--- src/hw/rtl/ghash_pkg.sv ---
// Shared types and constants for the GHASH accumulator.
package ghash_pkg;

	localparam int unsigned BLOCK_BITS = 128;
	localparam int unsigned HALF_BITS  = 64;
	localparam int unsigned BLOCK_BYTES = 16;
	localparam int unsigned COUNT_BITS = 5;
	localparam int unsigned CFG_INDEX_BITS = 1;

	// Reduction constant folded into the top byte in the bit-reflected field.
	localparam logic [7:0] REDUCE_POLY = 8'he1;

	localparam logic [CFG_INDEX_BITS-1:0] CFG_SUBKEY_HIGH = 1'b0;
	localparam logic [CFG_INDEX_BITS-1:0] CFG_SUBKEY_LOW  = 1'b1;

	typedef struct packed {
		logic [HALF_BITS-1:0]  block_high;
		logic [HALF_BITS-1:0]  block_low;
		logic [COUNT_BITS-1:0] valid_bytes;
		logic                  restart;
	} in_word_t;

	typedef struct packed {
		logic [HALF_BITS-1:0] hash_high;
		logic [HALF_BITS-1:0] hash_low;
	} out_word_t;

	// Input stage contents handed to the multiplier core.
	typedef struct packed {
		logic [BLOCK_BITS-1:0] block;
		logic                  restart;
		logic                  empty;
	} stage_t;

endpackage

--- src/hw/rtl/ghash_out_buf.sv ---
// Two-entry result buffer that decouples the output stall from the input side.
module ghash_out_buf (
	input  logic                  clk,
	input  logic                  arst_n,
	input  logic                  push,
	input  ghash_pkg::out_word_t  push_word,
	output logic                  room,
	output logic                  out_valid,
	input  logic                  out_stall,
	output ghash_pkg::out_word_t  out_word
);
	import ghash_pkg::*;

	localparam int unsigned DEPTH = 2;
	localparam int unsigned PTR_BITS = $clog2(DEPTH);
	localparam int unsigned CNT_BITS = $clog2(DEPTH + 1);

	out_word_t             buf_q [DEPTH];
	logic [PTR_BITS-1:0]   wr_ptr_q;
	logic [PTR_BITS-1:0]   rd_ptr_q;
	logic [CNT_BITS-1:0]   count_q;
	logic                  pop;

	assign out_valid = (count_q != '0);
	assign room      = (count_q != CNT_BITS'(DEPTH));
	assign pop       = out_valid && !out_stall;
	assign out_word  = buf_q[rd_ptr_q];

	always_ff @(posedge clk or negedge arst_n) begin
		if (!arst_n) begin
			wr_ptr_q <= '0;
			rd_ptr_q <= '0;
			count_q  <= '0;
		end else begin
			if (push) begin
				wr_ptr_q <= wr_ptr_q + PTR_BITS'(1);
			end
			if (pop) begin
				rd_ptr_q <= rd_ptr_q + PTR_BITS'(1);
			end
			if (push && !pop) begin
				count_q <= count_q + CNT_BITS'(1);
			end else if (pop && !push) begin
				count_q <= count_q - CNT_BITS'(1);
			end
		end
	end

	always_ff @(posedge clk) begin
		if (push) begin
			buf_q[wr_ptr_q] <= push_word;
		end
	end

endmodule

--- config.mk ---
export PLATFORM = sky130hd
export DESIGN_NAME = ghash_out_buf
export DESIGN_NICKNAME = d
export VERILOG_FILES = /design/src/hw/rtl/ghash_pkg.sv /design/src/hw/rtl/ghash_out_buf.sv
export SDC_FILE = /design/constraint.sdc
export NUM_CORES = 1
export LEC_CHECK = 0
export BUFFER_PORTS_ARGS = -buffer_cell sky130_fd_sc_hd__buf_2
export CORE_MARGIN = 3
export CORE_UTILIZATION = 47
export DETAILED_ROUTE_END_ITERATION = 12
export PLACE_DENSITY = 0.76
export SYNTH_ARGS = -nofsm -noshare
export SYNTH_HDL_FRONTEND = slang
export SYNTH_SLANG_ARGS = --single-unit
export TNS_END_PERCENT = 50
--- constraint.sdc ---
create_clock -name clk -period 6.8 [get_ports clk]
set_clock_uncertainty 0.2 [all_clocks]
set_input_delay 0.34 -clock clk [delete_from_list [all_inputs] [get_ports clk]]
set_output_delay 0.34 -clock clk [all_outputs]
set_load 0.005 [all_outputs]
==> flow_metrics.env <==
export IMPL_path_class="reg2out"
export IMPL_internal_power_mw=3.59
export IMPL_die_w_um=148
export IMPL_grt_max_degree=73
export IMPL_clkSinkCount=260
export IMPL_finish_utilization_pct=66.9
export IMPL_fin_crit_sh_pct=51.8
export IMPL_final_cell_mix="buf_2 (261), edfxtp_1 (256), dlygate4sd3_1 (132)"
export IMPL_worst_slew_pin_slew_ns=0.988
export IMPL_relSlewSlack_pct=34.1
export IMPL_cts_buffers=26
export IMPL_dr_wl_met3_um=1370
export IMPL_ys_ff_latch=260
export IMPL_start_kind="flop"
export IMPL_synthAdderAreaFrac_pct=0.132
export IMPL_worst_ep_arrival_time_ns=2.99
export IMPL_final_max_slew_viol_count=0
export IMPL_swShare_pct=26.4
export IMPL_synth_distinct_cells=13
export IMPL_ios=262
export IMPL_grt_pass1_vias=5824
export IMPL_initial_core_util_pct=48.2
export IMPL_yosysSeqAreaShare_pct=82.2
export IMPL_num_nets_final=958
export IMPL_top_layer_used="met4"
export IMPL_cts_max_path_buffers=3
export IMPL_antenna_found_initial=1
export IMPL_syn_nets=547
export IMPL_rows=51
export IMPL_drc=0
export IMPL_finalWeightedCongestion=0.723
export IMPL_wl_met1_um=7840
export IMPL_end_kind="output port"
export IMPL_pwr_share_clk_pct=27.6
export IMPL_drive_above_1_share_pct=51.1
export IMPL_netlist_instances=414
export IMPL_synth_area_um2=9470
export IMPL_layout_min_cycle_time_ns=3.53
export IMPL_drtAntennaViolNets=0
export IMPL_leakage_nw=4.99
export IMPL_synth_mux_area_share_pct=15.2
export IMPL_hpwl_um=11800
export IMPL_setup_viol=0
export IMPL_power_density_nw_per_um2=370
export IMPL_whs_path_depth=1
export IMPL_multi_input_area_um2=1540
export IMPL_wl_per_cell_um=18.6
export IMPL_clkLatencyLatePin_ns=0.50
export IMPL_core_area_um2=19700
export IMPL_cap_violations=0
export IMPL_yosysWarnings=0
export IMPL_hp_class="reg2reg"
export IMPL_wirelength_um=20700
export IMPL_regArea_um2=7790
export IMPL_syn2layout_area_growth_pct=38.7
export IMPL_layout_commonest_cell="buf_2"
export IMPL_via_count=5411
export IMPL_grt_overflow=0
export IMPL_synth_xor_area_share_pct=0.462
export IMPL_p_switching_mw=1.28
export IMPL_ir_worst_vdd_uv=284
export IMPL_r2r_cells=2
export IMPL_synth_top_family_by_area="multiplexers"
export IMPL_required_ns=6.26
export IMPL_place_ws_ns=3.84
export IMPL_syn_area_per_cell_um2=22.9
export IMPL_cts_tree="yes"
export IMPL_fin_tns_setup_ns=0
export IMPL_port_buffers=261
export IMPL_rsz0062_at_grt="false"
export IMPL_fin_ws_ns=3.27
export IMPL_hold_viol=0
export IMPL_critPathMaxFanout=72
export IMPL_cts_htree_levels=1
export IMPL_die_h_um=148
export IMPL_drtPass1Iterations=5
export IMPL_holdWs_ns=0.319
export IMPL_drtIter0Drc=236
export IMPL_fillers=1265
export IMPL_cts_root_buf="clkbuf_16"
export IMPL_wl_met2_um=10700
export IMPL_synth_simple_gate_area_share_pct=0.370
export IMPL_max_freq_ghz=0.284
export IMPL_dieArea_um2=21900
export IMPL_p_seq_share_pct=46.7
export IMPL_track_usage_pct=18.1
export IMPL_post_cts_buffers=0
export IMPL_synth_compound_area_share_pct=0
export IMPL_run_status="finished clean"
export IMPL_grt_pass1_wl_um=31400
export IMPL_power_mw=4.87
export IMPL_combPwrFrac_pct=25.6
export IMPL_viasPerCell=4.87
export IMPL_cts_clk_slew_worst_paths_ns=0.06
[stage by stage]
stage	cell area [um^2]	std cells
after floorplan	9470	414
after global placement	11000	930
after detailed placement	11000	930
after CTS	13100	1110
after global routing	13100	1111
final	13100	1111
[cell type report]
| type | instances | share of cell area (%) |
|---|---|---|
| Antenna cell | 1 | 0.0190 |
| Clock buffer | 38 | 5.68 |
| Clock inverter | 10 | 0.524 |
| Multi-Input combinational cell | 140 | 11.7 |
| Sequential cell | 260 | 59.3 |
| Tap cell | 265 | 2.52 |
| Timing Repair Buffer | 397 | 20.2 |
[critical path, cell delays in order, from the launching register on]
cell and delay (ns):
dfrtp_4 0.91, buf_4 0.83, mux2_2 0.43, buf_2 0.13
[path summary, 6_finish.rpt]
check / startpoint / endpoint / slack (ns)
setup reg to reg: wr_ptr_q / buf_q[1][80] / 4.16
max in group asynchronous: arst_n / rd_ptr_q / 5.61
min in group asynchronous: arst_n / count_q[1] / 0.57
hold / removal: count_q[1] / count_q[1] / 0.32
setup / recovery: rd_ptr_q / out_word[26] / 3.27
hold reg to reg: count_q[1] / count_q[1] / 0.32
[cells in the mapped netlist]
cell	instances	area, um^2
buf_6	13	146
edfxtp_1	256	7690
nor2_1	1	3.75
mux2_2	128	1440
nand2b_1	2	12.5
buf_2	1	5.00
dfrtp_1	4	100
xnor2_1	2	17.5
and2_1	1	6.26
xor2_1	3	26.3
or2_2	1	6.26
ha_1	1	12.5
nor2b_1	1	6.26
[power groups by stage]
| stage | clock network (mW) | registers [mW] | logic (mW) |
|---|---|---|---|
| floorplan | 0 | 2.24 | 0.801 |
| global placement | 0 | 2.28 | 1.16 |
| detailed placement | 0 | 2.31 | 1.18 |
| CTS | 1.37 | 2.27 | 1.25 |
| global route | 1.45 | 2.30 | 1.34 |
| finish | 1.35 | 2.27 | 1.25 |
[registers in the layout, indices dropped and copies added, names as in the netlist]
register  count
buf_q       256
count_q       2
rd_ptr_q      1
wr_ptr_q      1
[cells by family (layout without fill, tap and decap cells)]
group,Yosys count,in the layout
simple gates,6,6
xor+xnor,5,5
buf+inv,14,445
fa+ha+maj,1,1
mux,128,128
flops,260,260
other cells,0,1
[metal layers]
layer  vias up  global-route usage, %
met5         -                      0
met4         0                   5.91
met3        58                   4.78
met2       237                   32.1
met1      2645                   21.7
li1       2471                      -
[timing repair]
action	in CTS	in global routing
hold endpoints to repair	262	0
hold buffers	132	0
gates resized for setup	0	0
(Power assumes the default switching activity.)
