### src/hw/rtl/ghash_pkg.sv
// Shared types and constants for the GHASH accumulator.
package ghash_pkg;

	localparam int unsigned BLOCK_BITS = 128;
	localparam int unsigned HALF_BITS  = 64;
	localparam int unsigned BLOCK_BYTES = 16;
	localparam int unsigned COUNT_BITS = 5;
	localparam int unsigned CFG_INDEX_BITS = 1;

	// Reduction constant folded into the top byte in the bit-reflected field.
	localparam logic [7:0] REDUCE_POLY = 8'he1;

	localparam logic [CFG_INDEX_BITS-1:0] CFG_SUBKEY_HIGH = 1'b0;
	localparam logic [CFG_INDEX_BITS-1:0] CFG_SUBKEY_LOW  = 1'b1;

	typedef struct packed {
		logic [HALF_BITS-1:0]  block_high;
		logic [HALF_BITS-1:0]  block_low;
		logic [COUNT_BITS-1:0] valid_bytes;
		logic                  restart;
	} in_word_t;

	typedef struct packed {
		logic [HALF_BITS-1:0] hash_high;
		logic [HALF_BITS-1:0] hash_low;
	} out_word_t;

	// Input stage contents handed to the multiplier core.
	typedef struct packed {
		logic [BLOCK_BITS-1:0] block;
		logic                  restart;
		logic                  empty;
	} stage_t;

endpackage

### src/hw/rtl/ghash_in_stage.sv
// Input register stage: masks unused bytes and holds one word for the core.
module ghash_in_stage (
	input  logic                clk,
	input  logic                arst_n,
	input  logic                take,
	input  ghash_pkg::in_word_t in_word,
	input  logic                advance,
	output logic                valid_s1,
	output ghash_pkg::stage_t   stage_s1
);
	import ghash_pkg::*;

	logic [BLOCK_BITS-1:0] full_block;
	logic [BLOCK_BITS-1:0] masked;

	assign full_block = {in_word.block_high, in_word.block_low};

	// Byte 0 sits in the top bits; a byte is kept when its position is below the count.
	for (genvar b = 0; b < BLOCK_BYTES; b++) begin : g_mask
		assign masked[BLOCK_BITS-1-8*b -: 8] =
			(in_word.valid_bytes > COUNT_BITS'(b)) ? full_block[BLOCK_BITS-1-8*b -: 8] : 8'h00;
	end

	always_ff @(posedge clk or negedge arst_n) begin
		if (!arst_n) begin
			valid_s1 <= 1'b0;
		end else if (take) begin
			valid_s1 <= 1'b1;
		end else if (advance) begin
			valid_s1 <= 1'b0;
		end
	end

	always_ff @(posedge clk) begin
		if (take) begin
			stage_s1.block   <= masked;
			stage_s1.restart <= in_word.restart;
			stage_s1.empty   <= (in_word.valid_bytes == '0);
		end
	end

endmodule

### config.mk
export PLATFORM = sky130hd
export DESIGN_NAME = ghash_in_stage
export DESIGN_NICKNAME = d
export VERILOG_FILES = /design/src/hw/rtl/ghash_pkg.sv /design/src/hw/rtl/ghash_in_stage.sv
export SDC_FILE = /design/constraint.sdc
export NUM_CORES = 1
export LEC_CHECK = 0
export ABC_AREA = 1
export BUFFER_PORTS_ARGS = -buffer_cell sky130_fd_sc_hd__buf_2
export CAP_MARGIN = 10
export CORE_ASPECT_RATIO = 0.6
export CORE_MARGIN = 2
export CORE_UTILIZATION = 49
export DETAILED_ROUTE_END_ITERATION = 8
export PLACE_DENSITY = 0.9
export SLEW_MARGIN = 5
export SYNTH_ARGS = -nofsm -noshare
export SYNTH_HDL_FRONTEND = slang
export SYNTH_SLANG_ARGS = --single-unit
### constraint.sdc
create_clock -name clk -period 1.1 [get_ports clk]
set_clock_uncertainty 0.05 [all_clocks]
set_input_delay 0.22 -clock clk [delete_from_list [all_inputs] [get_ports clk]]
set_output_delay 0.22 -clock clk [all_outputs]
set_load 0.02 [all_outputs]
==> qor.yml, run 1 <==
power:
  p_leak_nw: 4.041
  pwr-share-comb: 0.152
  irDropWorstVdd_v: 0.001220
  p_int_mw: 10.73
  power.switching_mw: 3.347
  p_seq_frac: 0.440
  p_clk_frac: 0.408
  total_power_mw: 14.07
  cellPowerDensity_nw_per_um2: 1750
  swShare: 0.2378
logic_synthesis:
  syn-num-nets: 566
  synth_cell_types: 21
  synth.avg_cell_area_um2: 12.05
  syn_area_um2: 5159
  seq_area_frac_synth: 0.7616
  ys_warn_count: 0
  yosys_register_bits: 131
  syn_inst: 428
drt:
  postRouteAntennaNets: 0
  drt_first_pass_iters: 4
  routedWlPerCell_um: 15.88
  drtIter0Drc: 187
  wl_um: 13970
  drc: 0
  viasPerCell: 4.553
  num_vias: 4007
final_layout:
  final_util: 0.7998
  fin_area_um2: 8041
  nets: 871
  stdcell_count: 880
  layout-drive-gt1-share: 0.4483
  diodes: 0
  syn_to_final_growth_pct: 55.88
setup_path:
  crit_path_max_incr_delay_ps: 430
  path_cells: "buf_6"
  cp_num_buf_inv: 1
  cp_max_fo: 1
  end_kind: "output port"
  critical_path_arrival_ps: 980
  criticalPathCategory: "reg2out"
  crit_slowest_cell: "edfxtp_1"
  cp_top_family: "flip-flops"
  critPathLaunchType: "flip-flop"
  required_ps: 830
timing:
  setup_slack_ps: -151.4
  hold_slack_ps: 29.69
  tightest_slew_ps: 280.9
  rsz0062_at_grt: "true"
  fmax_mhz: 799.1
  max_slew_margin: 0.8120
  tns_ps: -12520
  hold_viol: 0
  fin_crit_sh: 1.138
  slew_violations: 0
  fin_crit_ps: 1251
  setup_viol: 131
floorplanning:
  die_width_um: 136.5
  start_util: 0.5131
  ioPinCount: 269
  dieArea_um2: 11390
  coreArea_um2: 10050
  fp.dieH_um: 83.48
  rows: 28
global_route:
  grt_usage: 0.2489
  antenna_found_initial: 0
  grt_max_degree: 46
  grt_pass1_vias: 4176
  grt_overflow: 0
  grt_first_pass_wirelength_um: 20970
cts:
  cts_buffers: 17
  clk_pin_slew_ps: 60
  insertion_delay_ps: 390
  cts_root_buffer: "clkbuf_16"
  cts_tree: "built"
  h-tree-depth: 4
  numClockSinks: 131
  clockBufferDepth: 2
placement:
  dp_hpwl_um: 10150
  pre_cts_ws_ps: -290.1
  placed_cell_area_um2: 6808
  gp_congestion: 0.8208
  dp.cells: 846
  io_buffers: 268
status:
  violations: "setup timing"
  status: "complete, but fails checks"
run:
  cap_violations: 0
worst_hold_path:
  hold_class: "in2reg"
## layout by cell type, fill, tap and decap left out, drive strengths merged
cell type      n
buf          286
inv          140
edfxtp       130
nor2         106
nand2         34
clkbuf        20
a21oi          8
clkinv         5
bufinv         4
dlygate4sd3    3
nand3          2
o21ai          2
nand4          2
o21bai         1
clkinvlp       1
dfrtp          1
## power groups by stage
stage	clock, mW	combinational [mW]	sequential, mW
global route	6.05	2.28	6.22
CTS	5.80	1.99	6.16
floorplan	0	0.320	6.75
global placement	0	1.72	6.17
finish	5.74	2.14	6.19
detailed placement	0	1.78	6.20
## worst min-delay path, cell delays in order
cell and delay, ps:
buf_2 70, nand2_1 40, inv_1 40
## registers in the layout (all words and copies together) (netlist names)
signal and flops:
stage_s1 130, valid_s1 1
## cell type report
type	instances	area, um^2
multi-input combinational	155	679.4
fill	588	2013
clock buffer	20	436.7
tap	135	168.9
inverter	139	526.8
timing repair buffer	289	2141
clock inverter	11	160.2
sequential	131	3929
## worst paths after layout
path	from	slack (ps)	depth (start not counted)	to
worst max register to register	valid_s1$_DFFE_PN0P_	400	2	valid_s1$_DFFE_PN0P_
min in group asynchronous	arst_n	80	2	valid_s1$_DFFE_PN0P_
worst min register to register	valid_s1$_DFFE_PN0P_	520	2	valid_s1$_DFFE_PN0P_
worst min-delay path	in_word[9]	30	3	stage_s1[5]$_SDFFCE_PP0P_
max in group asynchronous	arst_n	840	2	valid_s1$_DFFE_PN0P_
worst max-delay path	stage_s1[115]$_SDFFCE_PP0P_	-150	1	stage_s1[115]
## cell families after synthesis
kind of cell	synth area share
AND/OR/NAND/NOR	0.1147
AO/OA/AOI/OAI	0.01698
buffers and inverters	0.1067
flip-flops	0.7616
## cell usage after synthesis
master	number	area, um^2
nand4_1	1	6.260
edfxtp_1	130	3904
inv_1	134	503.0
nor2_1	102	382.9
buf_4	1	7.510
inv_2	3	11.26
nor2_2	3	18.77
nand2_2	6	37.54
dfrtp_1	1	25.02
a21oi_2	2	17.52
nand4_2	1	12.51
nor2_4	1	11.26
o21ai_4	2	32.53
buf_2	1	5.000
o21bai_1	1	7.510
a21oi_1	6	30.03
inv_4	2	12.51
nand2_4	1	11.26
nand2_1	27	101.4
nand3_1	2	10.01
buf_6	1	11.26
## layer usage
layer,vias up,GRT usage,share of wire
met4,0,0.07386,0.014
li1,1919,-,-
met2,177,0.4614,0.55
met1,1897,0.2737,0.37
met3,14,0.07347,0.068
met5,-,0,0
## repair_timing
| action | 4_1_cts | 5_1_grt |
|---|---|---|
| hold endpoints to repair | 3 | 0 |
| resized for setup | 110 | 84 |
| setup buffers | 0 | 0 |
| setup endpoints to repair | 131 | 131 |
| hold buffers | 3 | 0 |
Note: power is estimated with default switching activity, not from simulation.
==> run 2, diff against run 1 <==
Settings changed: ABC_AREA 1 to default, CORE_UTILIZATION 49 to 48, PLACE_DENSITY 0.9 to 0.89.
==> run 2 against run 1 <==
Net effect: maximum frequency shrank 1.7%; via count shrank 7.0%; combinational power grew 4%; critical path depth is the same; sequential share of layout area shrank 0.32 points; register-to-register slack lost 40 ps; setup slack lost 22 ps; non-clock buffer count grew 14; count of clock-buffer cells in the layout shrank 2; the run still ends with setup timing left; synthesized cell count shrank 32%; clock power shrank 9.8%.
==> qor.yml, run 2 <==
logic_synthesis:
  syn_inst: 289
  synth.largest_area_cell: "edfxtp_1"
  yosys-top-cells-count: "edfxtp_1, nor2b_1, a21boi_0"
  syn_area_um2: 5022
  synth-edff-count: 130
  synth_cell_types: 27
  seq_area_frac_synth: 0.7823
  yosysMostFrequentCell: "edfxtp_1"
  ys_async_sr_fraction: 0.007634
  syn-num-nets: 427
  ys_warn_count: 0
  synthFlopType: "edfxtp_1"
  synth_top_area_share: 0.7773
  synth.avg_cell_area_um2: 17.38
  yosys_register_bits: 131
  synth_area_leaders: "edfxtp_1, nor2b_1, a21boi_0, and2_1, and3_1"
drt:
  viasPerCell: 4.971
  wl_um: 14710
  drc: 0
  postRouteAntennaNets: 0
  drtIter0Drc: 158
  num_vias: 3728
  drt_first_pass_iters: 5
  routedWlPerCell_um: 19.61
timing:
  slew_violations: 0
  hold_viol: 0
  tns_ps: -13920
  fin_crit_sh: 1.157
  max_slew_margin: 0.7690
  rsz0062_at_grt: "true"
  fin_crit_ps: 1273
  tightest_slew_ps: 346.5
  fmax_mhz: 785.5
  setup_viol: 131
  setup_slack_ps: -173.1
setup_path:
  end_kind: "output port"
  critPathLaunchType: "flip-flop"
  rrSetupSlack_ps: 360
  critical_path_arrival_ps: 1000
  cp_num_buf_inv: 1
  worstRegToRegCells: 1
  path_cells: "buf_6"
  r2r-end: "valid_s1$_DFFE_PN0P_"
  criticalPathCategory: "reg2out"
  cp_max_fo: 1
  crit_slowest_cell: "edfxtp_1"
  crit_path_max_incr_delay_ps: 440
  rr_startpoint: "valid_s1$_DFFE_PN0P_"
  required_ps: 830
  cp_top_family: "flip-flops"
  worstSetupStartpoint: "stage_s1[10]$_SDFFCE_PP0P_"
placement:
  dp_hpwl_um: 9851
  io_buffers: 268
  placed_cell_area_um2: 6853
  gp_congestion: 0.7752
status:
  violations: "setup timing"
  status: "complete, but fails checks"
power:
  p_int_mw: 10.16
  p_leak_nw: 3.440
  pwr-share-comb: 0.164
  p_clk_frac: 0.381
  cellPowerDensity_nw_per_um2: 1679
  power.switching_mw: 3.429
  swShare: 0.2523
  irDropWorstVdd_v: 0.001152
  p_seq_frac: 0.455
cts:
  h-tree-depth: 4
  cts_buffers: 17
  clockBufferDepth: 2
  clk_pin_slew_ps: 60
  insertion_delay_ps: 400
  cts_root_buffer: "clkbuf_16"
  numClockSinks: 131
  cts_tree: "built"
  postCtsSetupBuffers: 0
final_layout:
  nets: 739
  mostFrequentLayoutCells: "buf_2, edfxtp_1, buf_6, nor2b_1, buf_4"
  fin_area_um2: 8095
  top_register: "stage_s1"
  largest_reg_flops: 130
  top_regs: "stage_s1 x130, valid_s1 x1"
  layout_commonest_cell: "buf_2"
  syn_to_final_growth_pct: 61.19
  layout-drive-gt1-share: 0.5554
  num-fill-cells: 541
floorplanning:
  dieArea_um2: 11320
  fp.dieH_um: 83.24
  ioPinCount: 269
  coreArea_um2: 10020
  start_util: 0.5012
  die_width_um: 136.1
  rows: 28
run:
  cap_violations: 0
global_route:
  grt_usage: 0.2458
  antenna_found_initial: 0
  grt_overflow: 0
  grt_max_degree: 37
  grt_pass1_vias: 3889
  grt_first_pass_wirelength_um: 20570
worst_hold_path:
  worstHoldStart: "in_word[40]"
  hold_depth: 2
  hold_class: "in2reg"
  whs_endpoint: "stage_s1[36]$_SDFFCE_PP0P_"
==> run 2: how the worst max path moves through the flow <==
stage	end	slack, ps	cells past startpoint
floorplan	stage_s1[58]$_SDFFCE_PP0P_	-200	3
global placement	stage_s1[60]$_SDFFCE_PP0P_	-390	3
detailed placement	stage_s1[63]$_SDFFCE_PP0P_	-400	3
CTS	stage_s1[10]	-160	1
global route	stage_s1[10]	-190	1
finish	stage_s1[10]	-170	1
==> run 2: layout make-up <==
type / instances / area, um^2 / area share
clock inverter: 14 / 116.4 / 0.01437
sequential: 131 / 3929 / 0.4853
inverter: 2 / 7.507 / 0.0009274
multi-input combinational: 146 / 1099 / 0.1357
tap: 135 / 168.9 / 0.02087
clock buffer: 18 / 429.2 / 0.05301
timing repair buffer: 303 / 2344 / 0.2895
antenna: 1 / 2.502 / 0.0003091
==> run 2: metrics by stage <==
| stage | hold WS [ps] | utilization | std cells | power (mW) | setup slack (ps) |
|---|---|---|---|---|---|
| 2_1_floorplan | -125.6 | - | 289 | 7.100 | -197.7 |
| 3_3_place_gp | -53.58 | 0.6839 | 715 | 7.932 | -386.5 |
| 3_5_place_dp | -48.87 | 0.6839 | 715 | 8.002 | -401.7 |
| 4_1_cts | 31.38 | 0.7704 | 749 | 13.32 | -155.2 |
| 5_1_grt | 35.24 | 0.8077 | 749 | 14.04 | -189.6 |
| 6_report | 43.41 | 0.8079 | 750 | 13.59 | -173.1 |
==> run 2: kinds of logic (layout without fill, tap and decap cells) <==
logic type / count (synthesis) / after routing / synth area share
and+or+nand+nor: 103 / 103 / 0.1345
other: 0 / 1 / 0
DFF: 131 / 131 / 0.7823
buffers and inverters: 12 / 337 / 0.01370
AOI/OAI and AO/OA: 43 / 43 / 0.06951
==> run 2: power groups by stage <==
stage               Sequential [mW]  Combinational (mW)  Clock, mW
floorplan                      6.75               0.350          0
global placement               6.17                1.77          0
detailed placement             6.18                1.82          0
CTS                            6.13                2.00       5.19
global route                   6.22                2.35       5.47
finish                         6.18                2.23       5.18
==> run 2: routing by layer <==
metal | share of wire | vias up | track usage
met5 | 0 | - | 0
met4 | 0.018 | 0 | 0.07386
met3 | 0.079 | 20 | 0.08791
met2 | 0.54 | 171 | 0.4235
met1 | 0.36 | 1824 | 0.2890
li1 | - | 1713 | -
==> run 2: repair_timing <==
action / CTS / global route
cloned: 0 / 0
hold buffers: 2 / 0
resized for setup: 96 / 120
setup endpoints to repair: 131 / 134
pin swaps: 0 / 0
hold endpoints to repair: 2 / 0
